`src/rtl/core/sntp_pkg.sv`:
```
// sntp_pkg: shared types, register indexes and constants of the sntp poll controller
// no dependencies
`timescale 1ns / 1ps

package sntp_pkg;

   localparam int unsigned CSR_IDX_W = 3;

   localparam logic [15:0] SNTP_MIN_LEN       = 16'(4 + 3 * 4 + 4 * 8);
   localparam logic [31:0] EPOCH_1900_1970    = 32'(64'd86400 * (64'd365 * 64'd70 + 64'd17));
   localparam logic [31:0] RESET_POLL_INTERVAL = 32'(60 * 60 * 1000);
   localparam logic [31:0] RESET_FIRST_DELAY   = 32'(2 * 60 * 1000);
   localparam logic [31:0] RESET_TIMEOUT       = 32'd1000;
   localparam logic [3:0]  RESET_TRIES         = 4'd3;

   typedef enum logic [1:0] {
      KIND_TICK  = 2'd0,
      KIND_KICK  = 2'd1,
      KIND_REPLY = 2'd2
   } kind_type;

   typedef enum logic [2:0] {
      ST_NONE      = 3'd0,
      ST_ACCEPTED  = 3'd1,
      ST_WRONG_SRC = 3'd2,
      ST_SHORT     = 3'd3,
      ST_VERSION   = 3'd4,
      ST_MODE      = 3'd5,
      ST_UNSYNC    = 3'd6
   } status_type;

   typedef enum logic [1:0] {
      PH_INITIAL = 2'd0,
      PH_REPLY   = 2'd1,
      PH_DOZE    = 2'd2
   } phase_type;

   typedef enum logic [CSR_IDX_W-1:0] {
      REG_SERVER_IP      = 3'd0,
      REG_FIRST_DELAY    = 3'd1,
      REG_POLL_INTERVAL  = 3'd2,
      REG_REPLY_TIMEOUT  = 3'd3,
      REG_MAX_TRIES      = 3'd4
   } reg_idx_type;

   typedef struct packed {
      logic [31:0] server_ip;
      logic [31:0] first_poll_delay_ms;
      logic [31:0] poll_interval_ms;
      logic [31:0] reply_timeout_ms;
      logic [3:0]  max_tries;
   } cfg_type;

   typedef struct packed {
      logic [1:0]  kind;
      logic [31:0] src_ip;
      logic [15:0] udp_len;
      logic [7:0]  mode_byte;
      logic [7:0]  stratum;
      logic [31:0] xmt_seconds;
   } req_type;

   typedef struct packed {
      logic        accepted;
      logic [2:0]  status;
      logic [31:0] time_value;
   } chk_type;

endpackage

```
`src/rtl/core/sntp_if.sv`:
```
// sntp_if: handshake channel interfaces for request items, result items and csr writes
// depends on sntp_pkg
`timescale 1ns / 1ps

interface sntp_req_if
   import sntp_pkg::*;
   ();
   logic        valid;
   logic        ready;
   logic [1:0]  kind;
   logic [31:0] src_ip;
   logic [15:0] udp_len;
   logic [7:0]  mode_byte;
   logic [7:0]  stratum;
   logic [31:0] xmt_seconds;

   modport source (output valid, kind, src_ip, udp_len, mode_byte, stratum, xmt_seconds,
                   input ready);
   modport sink (input valid, kind, src_ip, udp_len, mode_byte, stratum, xmt_seconds,
                 output ready);
endinterface

interface sntp_rsp_if
   import sntp_pkg::*;
   ();
   logic        valid;
   logic        ready;
   logic        send_request;
   logic        set_time;
   logic [31:0] time_value;
   logic [2:0]  reply_status;

   modport source (output valid, send_request, set_time, time_value, reply_status,
                   input ready);
   modport sink (input valid, send_request, set_time, time_value, reply_status,
                 output ready);
endinterface

interface sntp_csr_if
   import sntp_pkg::*;
   ();
   logic                 valid;
   logic                 ready;
   logic [CSR_IDX_W-1:0] index;
   logic [31:0]          wdata;

   modport source (output valid, index, wdata, input ready);
   modport sink (input valid, index, wdata, output ready);
endinterface

```
`src/rtl/core/sntp_csr_regs.sv`:
```
// sntp_csr_regs: configuration registers of the poll controller
// depends on sntp_pkg
`timescale 1ns / 1ps

module sntp_csr_regs
   import sntp_pkg::*;
(
   input  logic                 clock,
   input  logic                 reset,
   input  logic                 wr_en,
   input  logic [CSR_IDX_W-1:0] wr_index,
   input  logic [31:0]          wr_data,
   output cfg_type              cfg
);

   cfg_type cfg_ff;
   cfg_type cfg_in;

   always_comb begin
      cfg_in = cfg_ff;
      if (wr_en) begin
         case (wr_index)
            REG_SERVER_IP:     cfg_in.server_ip           = wr_data;
            REG_FIRST_DELAY:   cfg_in.first_poll_delay_ms = wr_data;
            REG_POLL_INTERVAL: cfg_in.poll_interval_ms    = wr_data;
            REG_REPLY_TIMEOUT: cfg_in.reply_timeout_ms    = wr_data;
            REG_MAX_TRIES:     cfg_in.max_tries           = wr_data[3:0];
            default:           cfg_in = cfg_ff;
         endcase
      end
   end

   always_ff @(posedge clock) begin
      if (reset) begin
         cfg_ff.server_ip           <= '0;
         cfg_ff.first_poll_delay_ms <= RESET_FIRST_DELAY;
         cfg_ff.poll_interval_ms    <= RESET_POLL_INTERVAL;
         cfg_ff.reply_timeout_ms    <= RESET_TIMEOUT;
         cfg_ff.max_tries           <= RESET_TRIES;
      end else begin
         cfg_ff <= cfg_in;
      end
   end

   assign cfg = cfg_ff;

endmodule

```
`src/rtl/core/sntp_reply_chk.sv`:
```
// sntp_reply_chk: header checks on a received reply and the unix time it carries
// depends on sntp_pkg
`timescale 1ns / 1ps

module sntp_reply_chk
   import sntp_pkg::*;
(
   input  req_type     item,
   input  logic [31:0] server_ip,
   output chk_type     chk
);

   logic [2:0]  version;
   logic [1:0]  leap;
   logic [2:0]  mode;
   logic [31:0] unix_time;
   status_type  status;

   assign version   = item.mode_byte[5:3];
   assign leap      = item.mode_byte[7:6];
   assign mode      = item.mode_byte[2:0];
   assign unix_time = item.xmt_seconds - EPOCH_1900_1970;

   always_comb begin
      if (item.kind != KIND_REPLY) begin
         status = ST_NONE;
      end else if (item.src_ip != server_ip) begin
         status = ST_WRONG_SRC;
      end else if (item.udp_len < SNTP_MIN_LEN) begin
         status = ST_SHORT;
      end else if (version == 3'd0 || version > 3'd3) begin
         status = ST_VERSION;
      end else if (mode >= 3'd6 || mode == 3'd3) begin
         status = ST_MODE;
      end else if (leap == 2'd3 || unix_time == '0 || item.stratum == '0) begin
         status = ST_UNSYNC;
      end else begin
         status = ST_ACCEPTED;
      end
   end

   assign chk.accepted   = (status == ST_ACCEPTED);
   assign chk.status     = status;
   assign chk.time_value = (status == ST_ACCEPTED) ? unix_time : '0;

endmodule

```
`src/rtl/core/sntp_poll_seq.sv`:
```
// sntp_poll_seq: poll round sequencer with wait counter, try count and pending kick
// depends on sntp_pkg
`timescale 1ns / 1ps

module sntp_poll_seq
   import sntp_pkg::*;
(
   input  logic       clock,
   input  logic       reset,
   input  logic       step,
   input  logic [1:0] kind,
   input  logic       reply_ok,
   input  cfg_type    cfg,
   output logic       send_request
);

   phase_type   phase_ff, phase_in;
   logic [31:0] wait_ff, wait_in;
   logic [3:0]  tries_ff, tries_in;
   logic        kick_ff, kick_in;

   logic [31:0] wait_inc;
   logic        server_ok;
   logic        do_start;
   logic        do_end;
   logic        start;
   logic        send_retry;

   // saturating tick count
   assign wait_inc  = (wait_ff == '1) ? wait_ff : wait_ff + 32'd1;
   assign server_ok = (cfg.server_ip != '0) && (cfg.max_tries != '0);

   always_comb begin
      do_start   = 1'b0;
      do_end     = 1'b0;
      send_retry = 1'b0;
      phase_in   = phase_ff;
      wait_in    = wait_ff;
      tries_in   = tries_ff;
      kick_in    = kick_ff;
      case (kind)
         KIND_TICK: begin
            wait_in = wait_inc;
            case (phase_ff)
               PH_INITIAL: do_start = (wait_inc >= cfg.first_poll_delay_ms);
               PH_REPLY: begin
                  if (wait_inc >= cfg.reply_timeout_ms) begin
                     if (tries_ff < cfg.max_tries) begin
                        tries_in   = tries_ff + 4'd1;
                        wait_in    = '0;
                        send_retry = 1'b1;
                     end else begin
                        do_end = 1'b1;
                     end
                  end
               end
               default: do_start = (wait_inc >= cfg.poll_interval_ms);
            endcase
         end
         KIND_KICK: begin
            kick_in  = 1'b1;
            do_start = (phase_ff != PH_REPLY);
         end
         KIND_REPLY: do_end = reply_ok && (phase_ff == PH_REPLY);
         default: ;
      endcase

      if (do_end) begin
         phase_in = PH_DOZE;
         wait_in  = '0;
      end

      // a pending kick restarts the round as soon as it ends
      start = do_start || (do_end && kick_ff);
      if (start) begin
         kick_in = 1'b0;
         wait_in = '0;
         if (server_ok) begin
            tries_in = 4'd1;
            phase_in = PH_REPLY;
         end else begin
            phase_in = PH_DOZE;
         end
      end
   end

   assign send_request = send_retry || (start && server_ok);

   always_ff @(posedge clock) begin
      if (reset) begin
         phase_ff <= PH_INITIAL;
         wait_ff  <= '0;
         tries_ff <= '0;
         kick_ff  <= 1'b0;
      end else if (step) begin
         phase_ff <= phase_in;
         wait_ff  <= wait_in;
         tries_ff <= tries_in;
         kick_ff  <= kick_in;
      end
   end

endmodule

```
`src/rtl/core/sntp_client_poll_controller.sv`:
```
// sntp_client_poll_controller: top level, input register, sequencer, checks, result register
// depends on sntp_pkg, sntp_if, sntp_csr_regs, sntp_reply_chk, sntp_poll_seq
//
//  channel | dir | handshake       | payload
//  req     | in  | valid / ready   | kind, src_ip, udp_len, mode_byte, stratum, xmt_seconds
//  rsp     | out | valid / ready   | send_request, set_time, time_value, reply_status
//  csr     | in  | valid / ready   | index, wdata (ready always high)
//
// one item per cycle sustained while no result stalls; an item is first registered in the
// input register, then checked and applied to the sequencer state while its result is
// written to the result register
// a stalled result holds the pipe; the input register still takes an item when it
// is empty or moving on
// synchronous reset clears pipe valids, sequencer state and loads register defaults
`timescale 1ns / 1ps

module sntp_client_poll_controller
   import sntp_pkg::*;
(
   input  logic     clock,
   input  logic     reset,
   sntp_req_if.sink   req,
   sntp_rsp_if.source rsp,
   sntp_csr_if.sink   csr
);

   cfg_type cfg;
   req_type item_ff, item_in;
   logic    item_valid_ff, item_valid_in;
   chk_type chk;
   logic    send_request;
   logic    advance;
   logic    req_fire;

   logic        rsp_valid_ff, rsp_valid_in;
   logic        send_ff;
   logic        set_ff;
   logic [31:0] time_ff;
   logic [2:0]  status_ff;

   assign csr.ready = 1'b1;

   sntp_csr_regs u_csr (
      .clock    (clock),
      .reset    (reset),
      .wr_en    (csr.valid),
      .wr_index (csr.index),
      .wr_data  (csr.wdata),
      .cfg      (cfg)
   );

   // item moves to the result register when that one is free or draining
   assign advance   = item_valid_ff && (!rsp_valid_ff || rsp.ready);
   assign req.ready = !item_valid_ff || advance;
   assign req_fire  = req.valid && req.ready;

   assign item_in.kind        = req.kind;
   assign item_in.src_ip      = req.src_ip;
   assign item_in.udp_len     = req.udp_len;
   assign item_in.mode_byte   = req.mode_byte;
   assign item_in.stratum     = req.stratum;
   assign item_in.xmt_seconds = req.xmt_seconds;

   assign item_valid_in = req_fire || (item_valid_ff && !advance);

   always_ff @(posedge clock) begin
      if (reset) begin
         item_valid_ff <= 1'b0;
      end else begin
         item_valid_ff <= item_valid_in;
      end
   end

   always_ff @(posedge clock) begin
      if (req_fire) begin
         item_ff <= item_in;
      end
   end

   sntp_reply_chk u_chk (
      .item      (item_ff),
      .server_ip (cfg.server_ip),
      .chk       (chk)
   );

   sntp_poll_seq u_seq (
      .clock        (clock),
      .reset        (reset),
      .step         (advance),
      .kind         (item_ff.kind),
      .reply_ok     (chk.accepted),
      .cfg          (cfg),
      .send_request (send_request)
   );

   assign rsp_valid_in = advance || (rsp_valid_ff && !rsp.ready);

   always_ff @(posedge clock) begin
      if (reset) begin
         rsp_valid_ff <= 1'b0;
      end else begin
         rsp_valid_ff <= rsp_valid_in;
      end
   end

   always_ff @(posedge clock) begin
      if (advance) begin
         send_ff   <= send_request;
         set_ff    <= chk.accepted;
         time_ff   <= chk.time_value;
         status_ff <= chk.status;
      end
   end

   assign rsp.valid        = rsp_valid_ff;
   assign rsp.send_request = send_ff;
   assign rsp.set_time     = set_ff;
   assign rsp.time_value   = time_ff;
   assign rsp.reply_status = status_ff;

   // set_time goes with an accepted status and nothing else
   a_set_matches_status: assert property (@(posedge clock) disable iff (reset)
      rsp_valid_ff |-> (set_ff == (status_ff == ST_ACCEPTED)))
      else $error("set_time disagrees with reply_status");

   // a time value only travels with set_time
   a_time_only_when_set: assert property (@(posedge clock) disable iff (reset)
      (rsp_valid_ff && !set_ff) |-> (time_ff == '0))
      else $error("time_value nonzero without set_time");

   // an item in the input register is not dropped while the result side stalls
   a_item_held: assert property (@(posedge clock) disable iff (reset)
      (item_valid_ff && !advance) |=> item_valid_ff)
      else $error("input register lost an item");

   // a result register that is taken with no item behind it empties
   a_rsp_drains: assert property (@(posedge clock) disable iff (reset)
      (rsp_valid_ff && rsp.ready && !advance) |=> !rsp_valid_ff)
      else $error("result repeated");

endmodule
```
`src/flat_wrapper.sv`:
```
// flat-port wrapper written by rule: the top's interface ports become plain ports
module sntp_client_poll_controller_flat import sntp_pkg::*;
  (clock, reset, req_valid, req_kind, req_src_ip, req_udp_len, req_mode_byte, req_stratum, req_xmt_seconds, req_ready, rsp_valid, rsp_send_request, rsp_set_time, rsp_time_value, rsp_reply_status, rsp_ready, csr_valid, csr_index, csr_wdata, csr_ready);
  sntp_req_if req_i ();
  sntp_rsp_if rsp_i ();
  sntp_csr_if csr_i ();
  input  logic clock;
  input  logic reset;
  input wire logic [$bits(req_i.valid)-1:0] req_valid;
  input wire logic [$bits(req_i.kind)-1:0] req_kind;
  input wire logic [$bits(req_i.src_ip)-1:0] req_src_ip;
  input wire logic [$bits(req_i.udp_len)-1:0] req_udp_len;
  input wire logic [$bits(req_i.mode_byte)-1:0] req_mode_byte;
  input wire logic [$bits(req_i.stratum)-1:0] req_stratum;
  input wire logic [$bits(req_i.xmt_seconds)-1:0] req_xmt_seconds;
  output wire logic [$bits(req_i.ready)-1:0] req_ready;
  output wire logic [$bits(rsp_i.valid)-1:0] rsp_valid;
  output wire logic [$bits(rsp_i.send_request)-1:0] rsp_send_request;
  output wire logic [$bits(rsp_i.set_time)-1:0] rsp_set_time;
  output wire logic [$bits(rsp_i.time_value)-1:0] rsp_time_value;
  output wire logic [$bits(rsp_i.reply_status)-1:0] rsp_reply_status;
  input wire logic [$bits(rsp_i.ready)-1:0] rsp_ready;
  input wire logic [$bits(csr_i.valid)-1:0] csr_valid;
  input wire logic [$bits(csr_i.index)-1:0] csr_index;
  input wire logic [$bits(csr_i.wdata)-1:0] csr_wdata;
  output wire logic [$bits(csr_i.ready)-1:0] csr_ready;
  assign req_i.valid = req_valid;
  assign req_i.kind = req_kind;
  assign req_i.src_ip = req_src_ip;
  assign req_i.udp_len = req_udp_len;
  assign req_i.mode_byte = req_mode_byte;
  assign req_i.stratum = req_stratum;
  assign req_i.xmt_seconds = req_xmt_seconds;
  assign req_ready = req_i.ready;
  assign rsp_valid = rsp_i.valid;
  assign rsp_send_request = rsp_i.send_request;
  assign rsp_set_time = rsp_i.set_time;
  assign rsp_time_value = rsp_i.time_value;
  assign rsp_reply_status = rsp_i.reply_status;
  assign rsp_i.ready = rsp_ready;
  assign csr_i.valid = csr_valid;
  assign csr_i.index = csr_index;
  assign csr_i.wdata = csr_wdata;
  assign csr_ready = csr_i.ready;
  sntp_client_poll_controller u_core (.clock(clock), .reset(reset), .req(req_i), .rsp(rsp_i), .csr(csr_i));
endmodule
```
`config.mk`:
```
export PLATFORM = sky130hd
export DESIGN_NAME = sntp_client_poll_controller_flat
export DESIGN_NICKNAME = d
export VERILOG_FILES = /design/src/rtl/core/sntp_pkg.sv /design/src/rtl/core/sntp_if.sv /design/src/rtl/core/sntp_csr_regs.sv /design/src/rtl/core/sntp_reply_chk.sv /design/src/rtl/core/sntp_poll_seq.sv /design/src/rtl/core/sntp_client_poll_controller.sv /design/src/flat_wrapper.sv
export SDC_FILE = /design/constraint.sdc
export NUM_CORES = 1
export LEC_CHECK = 0
export BUFFER_PORTS_ARGS = -buffer_cell sky130_fd_sc_hd__buf_2
export CAP_MARGIN = 25
export CORE_MARGIN = 1.5
export CORE_UTILIZATION = 40
export DETAILED_ROUTE_END_ITERATION = 12
export GPL_TIMING_DRIVEN = 0
export PLACE_DENSITY_LB_ADDON = 0.05
export SKIP_LAST_GASP = 1
export SLEW_MARGIN = 25
export SYNTH_ARGS = -nofsm -noshare
export SYNTH_HDL_FRONTEND = slang
export SYNTH_HIERARCHICAL = 1
export SYNTH_SLANG_ARGS = --single-unit
export TNS_END_PERCENT = 30
```
`constraint.sdc`:
```
create_clock -name clock -period 10.75 [get_ports clock]
set_input_delay 0.5375 -clock clock [delete_from_list [all_inputs] [get_ports clock]]
set_output_delay 0.5375 -clock clock [all_outputs]
set_load 0.03 [all_outputs]
```
==> key figures, run 1 <==
Cells and area
  • Fin area: 0.0188 mm²
  • Area Growth Syn to Fin: 16.9%
  • Fillers: between 3000 and 4000
  • Nets: roughly 2000
  • Layout cells sized above 1: 0.154
  • FF/Latch Area: roughly 0.0074 mm²
  • Multi-input gate area: 0.00785 mm²

Floorplan
  • Initial Util: 0.405
  • Die area: around 0.041 mm²
  • Standard cell core area: 0.0396 mm²
  • Chip width: a little over 200 µm
  • Die H: 203 µm
  • I/O pin total: about 180
  • FP Rows: between 70 and 80

Setup path
  • Crit Path Max Fanout: 10
  • Worst Setup Path Type: reg -> reg
  • Required @ worst endpoint: between 10000 and 15000 ps
  • Worst EP arrival: between 6000 and 7000 ps
  • Crit. End Element: register
  • CP cell instances: and4_1, nand4_1, nor4_2, nor3b_1, and2_1, clkbuf_1, and3_1, xor2_1, ha_1, nand4_1, nor3_1, nor4b_1, o311a_1, o31a_1, or4_1, buf_2, nor2_4, buf_2, a32o_1
  • Element type at the critical path start: register
  • Crit-path slowest cell: nor4_2
  • Worst stage delay on the critical path: between 600 and 700 ps

Global routing
  • Pin count of the biggest net entering global routing: 56
  • Total track usage: 0.223
  • GRT overflow: 0
  • Vias in the first global route: between 10000 and 15000
  • First-pass GRT wire length: 69900 µm
  • Initial antenna violation count: 3

Detailed routing
  • Routed len/inst: approximately 20 µm
  • DRC viols: 0
  • Starting DRT DRC Count: 745
  • DR pass1 iterations: 7
  • WL final: 45900 µm
  • Final ANT Viol Nets: 0
  • DR vias: 12200
  • Vias per inst: about 5.3

Clocking
  • CTS Hold Bufs: 0
  • Bufs on Longest Clock Path: 3
  • PostCTS Resize Cnt: 0
  • Num CTS Buffers: 36
  • CTS tree: done
  • Root Buffer: clkbuf_16
  • Clock latency on the worst-skew pair: approximately 560 ps
  • H-tree depth: 2
  • Clock transition at path regs: approximately 60 ps
  • Clk sink count: 304
  • Setup bufs post-CTS: 0

STA
  • Time the worst path needs with I/O delays and setup: ~6100 ps
  • Max-slew violation count: 0
  • F_max: between 150 and 200 MHz
  • RSZ-0062 raised after global routing: false
  • Tcrit/Tclk final: 0.568
  • Final setup viols: 0
  • Setup TNS Final: 0 ps
  • Hold Slack: roughly 150 ps
  • Final Hold Viols: 0
  • Relative slew slack: 0.352
  • Slew @ Worst Pin: ~970 ps
  • Clock Skews: 16.4 ps

Pwr
  • Maximum VDD drop: around 0.11 mV
  • Pwr Density: 144 mW/mm²
  • Leak: about 8.0 nW

Place
  • Detailed Place HPWL: ~35000 µm
  • Placed cell area: 0.0176 mm²
  • Gp weighted congestion: between 0.8 and 0.9
  • Port-buffer cells: between 150 and 200

Logic synthesis
  • Synthesized instance count: roughly 1600
  • Mean post-synth cell area: between 10 and 15 µm²
  • Synth Cell Area: 0.0161 mm²
  • Syn_nets: 1795
  • Yosys warning count: 6

Run
  • Max-Cap Viols: 0

Outcome
  • Status: complete, no violations

Worst hold path
  • Hold WC Path Type: in -> reg
sequential cells by signal (all words and copies together) (netlist names):
| register | count |
|---|---|
| u_core/u_seq/wait_ff | 32 |
| u_core/item_valid_ff | 1 |
| u_core/rsp.valid | 1 |
| u_core/rsp.send_request | 1 |
| u_core/u_seq/phase_ff | 2 |
| u_core/u_seq/tries_ff | 4 |
| u_core/rsp.reply_status | 3 |
| u_core/rsp.set_time | 1 |
| u_core/u_csr/cfg | 132 |
| u_core/u_seq/kick_ff | 1 |
| u_core/item_ff | 94 |
| u_core/rsp.time_value | 32 |
cell usage in the layout (no fill, tap or decap), drive strengths merged, types with 14 or more instances in the layout:
master,n
inv,124
edfxtp,131
and3,14
a21oi,50
a32o,16
mux2i,133
nor3,49
ha,102
nand4,43
a21o,15
buf,200
xnor2,63
dfxtp,173
nor4,28
nand2b,149
a31oi,18
xor2,20
clkbuf,88
nand2,59
nor2,88
nand3,40
o21ai,27
stage by stage:
stage               power (mW)  std cells   util  setup slack [ps]
floorplan                 1.42       1555      -              6070
global placement          1.51       2250  0.443              4790
detailed placement        1.51       2251  0.444              4740
CTS                       2.74       2314  0.473              4690
global route              2.80       2316  0.473              4290
finish                    2.70       2316  0.473              4640
critical path: cells and delay by family, from the launching register on:
kind / cells / cell delay (ps)
AO/OA/AOI/OAI: 3 / 850
adder cells (fa/ha/maj): 1 / 230
buffers and inverters: 3 / 620
AND/OR/NAND/NOR: 11 / 3290
XOR/XNOR: 1 / 540
flip-flops: 1 / 430
power by group:
part	leakage (nW)	switching (mW)	total (mW)	internal, mW
logic	4.74	0.137	0.222	0.0851
clock network	0.576	0.497	1.21	0.715
registers	2.70	0.0228	1.27	1.24
path summary, 6_finish.rpt:
check                                from  cells past startpoint  slack [ps]                        to
setup / recovery  u_core/u_seq/wait_ff[9]                     19        4640  u_core/u_seq/wait_ff[28]
setup reg to reg  u_core/u_seq/wait_ff[9]                     19        4640  u_core/u_seq/wait_ff[28]
hold reg to reg      u_core/u_csr/cfg[16]                      2         470      u_core/u_csr/cfg[16]
hold / removal             req_src_ip[30]                      1         150        u_core/item_ff[94]
final cells by class:
cell class	instances	area share
multi-input combinational	1059	0.418
timing repair buffer	171	0.0468
clock inverter	16	0.00813
inverter	122	0.0244
tap	525	0.0350
clock buffer	47	0.0540
sequential	304	0.394
buffer	70	0.0189
antenna	2	0.000267
metal layers:
layer	share of wire	track usage	wire (µm)	vias to the layer above
met5	0.00028	0	13	-
met4	0.024	0.0648	1080	2
met3	0.049	0.0435	2240	72
met2	0.44	0.352	20200	279
met1	0.49	0.310	22300	5791
li1	-	-	-	6022
(Power assumes the default switching activity.)
==> run 2: changes to the inputs <==
- clock period: 10.75 -> 5 ns (I/O delays scaled with it)
==> key figures, run 2 (synthesized netlist as in run 1, its figures left out) <==
Setup path
  • Worst stage delay on the critical path: 520 ps (was 640 ps)
  • Worst Setup Path Type: reg -> reg (unchanged)
  • Crit Path Max Fanout: 9 (was 10)
  • Element type at the critical path start: register (unchanged)
  • Required @ worst endpoint: 5470 ps (was 11190 ps)
  • Top delay family on crit path: simple AND/OR/NAND/NOR gates (unchanged)
  • Crit path top cell by count: buf_4
  • CP Buf/Inv Count: 3 (unchanged)
  • Crit-path slowest cell: or4_1 (was nor4_2)
  • Worst EP arrival: 5300 ps (was 6550 ps)
  • CP cell instances: and4_4, nand4_1, nor4_4, buf_4, nor2_2, nand3_4, nor2_1, xor2_2, buf_4, ha_1, nand4_1, a21oi_1, o311a_1, o311a_1, or4_1, buf_4, or4_1, a31oi_1 (was and4_1, nand4_1, nor4_2, nor3b_1, and2_1, clkbuf_1, and3_1, xor2_1, ha_1, nand4_1, nor3_1, nor4b_1, o311a_1, o31a_1, or4_1, buf_2, nor2_4, buf_2, a32o_1)
  • Crit. End Element: register (unchanged)

Global routing
  • Met1 Usage GRT: 0.315 (was 0.310)
  • Pin count of the biggest net entering global routing: 56 (unchanged)
  • Busiest grt layer: met2 (unchanged)
  • Initial antenna violation count: 2 (was 3)
  • GRT overflow: 0 (unchanged)
  • Met3 usage: 0.0438 (was 0.0435)
  • First-pass GRT wire length: 72300 µm (was 69900 µm)
  • Total track usage: 0.230 (was 0.223)
  • Met2 capacity usage during global routing: 0.369 (was 0.352)
  • Vias in the first global route: 12700 (was 12000)

Worst hold path
  • Hold WC Path Type: in -> reg (unchanged)

Outcome
  • Status: complete, no violations (unchanged)

Run
  • Max-Cap Viols: 0 (unchanged)

Detailed routing
  • DR pass1 iterations: 5 (was 7)
  • Vias per inst: 5.24 (was 5.25)
  • Final ANT Viol Nets: 0 (unchanged)
  • DR vias: 12900 (was 12200)
  • Starting DRT DRC Count: 790 (was 745)
  • WL final: 47600 µm (was 45900 µm)
  • DRC viols: 0 (unchanged)
  • Routed len/inst: 19.4 µm (was 19.8 µm)

Cells and area
  • Fillers: 3685 (was 3834)
  • Multi-input gate area: 0.00835 mm² (was 0.00785 mm²)
  • Area Growth Syn to Fin: 28.6% (was 16.9%)
  • Most frequent cells in the layout: 183 x buf_2, 157 x dfxtp_1, 148 x nand2b_1 (was 186 x buf_2, 173 x dfxtp_1, 148 x nand2b_1)
  • Layout cells sized above 1: 0.200 (was 0.154)
  • Post-layout util: 0.521 (was 0.473)
  • Commonest non-fill, non-tap cell in the layout: buf_2 (unchanged)
  • FF/Latch Area: 0.00742 mm² (was 0.00740 mm²)
  • Max reg flops: 132 (unchanged)
  • Nets: 2146 (was 2004)

Clocking
  • Root Buffer: clkbuf_16 (unchanged)
  • H-tree depth: 2 (unchanged)
  • CTS tree: done (unchanged)
  • Num CTS Buffers: 36 (unchanged)
  • Clock transition at path regs: 60 ps (about the same)
  • Bufs on Longest Clock Path: 3 (unchanged)
  • Clk sink count: 304 (unchanged)
  • Clock latency on the worst-skew pair: 560 ps (about the same)

Place
  • Detailed Place HPWL: 34900 µm (unchanged)
  • Port-buffer cells: 170 (unchanged)
  • Gp weighted congestion: 0.875 (unchanged)

Floorplan
  • I/O pin total: 178 (unchanged)
  • Die area: 0.0414 mm² (unchanged)
  • Initial Util: 0.405 (unchanged)
  • Standard cell core area: 0.0396 mm² (unchanged)
  • Die H: 203 µm (unchanged)
  • FP Rows: 73 (unchanged)
  • Chip width: 203 µm (unchanged)

Pwr
  • Pwr Density: 285 mW/mm² (was 144 mW/mm²)
  • Leak: 8.82 nW (was 8.02 nW)
  • Maximum VDD drop: 0.236 mV (was 0.109 mV)

STA
  • F_max: 207 MHz (was 164 MHz)
  • Slew @ Worst Pin: 951 ps (was 972 ps)
  • Final Hold Viols: 0 (unchanged)
  • Time the worst path needs with I/O delays and setup: 4840 ps (was 6110 ps)
  • Tcrit/Tclk final: 0.967 (was 0.568)
  • Max-slew violation count: 0 (unchanged)
  • Clock Skews: 16.9 ps (was 16.4 ps)
  • Final setup viols: 0 (unchanged)
  • Setup TNS Final: 0 ps (unchanged)
  • Relative slew slack: 0.366 (was 0.352)
[run 2: cell count changes in the layout (fill, tap and decap cells not counted), moves of 13 or more]
cell / before / now
buf_4: 7 / 39
dfxtp_1: 173 / 157
dlygate4sd3_1: 0 / 112
xnor2_1: 63 / 49
dfxtp_2: 0 / 13
[run 2: worst register-to-register path: cells and delay by family (launching register included)]
kind | cells | cell delay [ps]
xor gates and xnor gates | 1 | 170
buffers and inverters | 3 | 570
DFF | 1 | 420
AOI/OAI and AO/OA | 4 | 1050
adders and majority gates | 1 | 300
and+or+nand+nor | 9 | 2260
[run 2: where the power goes]
group | internal (mW) | switching, mW
Combinational | 0.244 | 0.310
Clock | 1.54 | 1.08
Sequential | 2.67 | 0.0494
[run 2: area by class of cell]
cell class	count	area share
tap	525	0.0318
buffer	68	0.0174
sequential	304	0.359
multi-input combinational	1060	0.404
clock buffer	47	0.0491
clock inverter	16	0.00739
timing repair buffer	314	0.108
inverter	122	0.0222
antenna	2	0.000242
[run 2: worst paths after layout]
kind / from / end / slack [ps] / depth (start not counted)
setup / recovery: u_core/u_seq/wait_ff[10] / u_core/u_seq/wait_ff[9] / 160 / 18
hold / removal: csr_wdata[9] / u_core/u_csr/cfg[13] / 20 / 3
setup reg to reg: u_core/u_seq/wait_ff[10] / u_core/u_seq/wait_ff[9] / 160 / 18
hold reg to reg: u_core/u_csr/cfg[16] / u_core/u_csr/cfg[16] / 470 / 2
[run 2: through the flow]
| step | setup slack [ps] | instances | power (mW) | cell area (µm²) | hold WS [ps] |
|---|---|---|---|---|---|
| final | 164 | 2458 | 5.89 | 20700 | 19.7 |
| after global routing | -106 | 2458 | 6.11 | 20700 | 28.6 |
| after CTS | 2.91 | 2440 | 5.95 | 20300 | 5.27 |
| after detailed placement | -1010 | 2251 | 3.25 | 17600 | 428 |
| after global placement | -962 | 2250 | 3.25 | 17600 | 427 |
| after floorplan | 322 | 1555 | 3.06 | 16100 | 312 |
[run 2: timing repair]
| item | in CTS | in global routing |
|---|---|---|
| hold buffers | 112 | 0 |
| gates cloned | 1 | 0 |
| setup buffers | 15 | 16 |
| pin swaps | 12 | 29 |
| endpoints found under the hold margin | 114 | 0 |
| setup endpoints to repair | 40 | 39 |
| resized for setup | 49 | 62 |
[run 2: routing by layer]
metal | up-vias | share of wire
li1 | 6290 | -
met1 | 6182 | 0.47
met5 | - | 0
met3 | 73 | 0.056
met4 | 0 | 0.023
met2 | 328 | 0.45
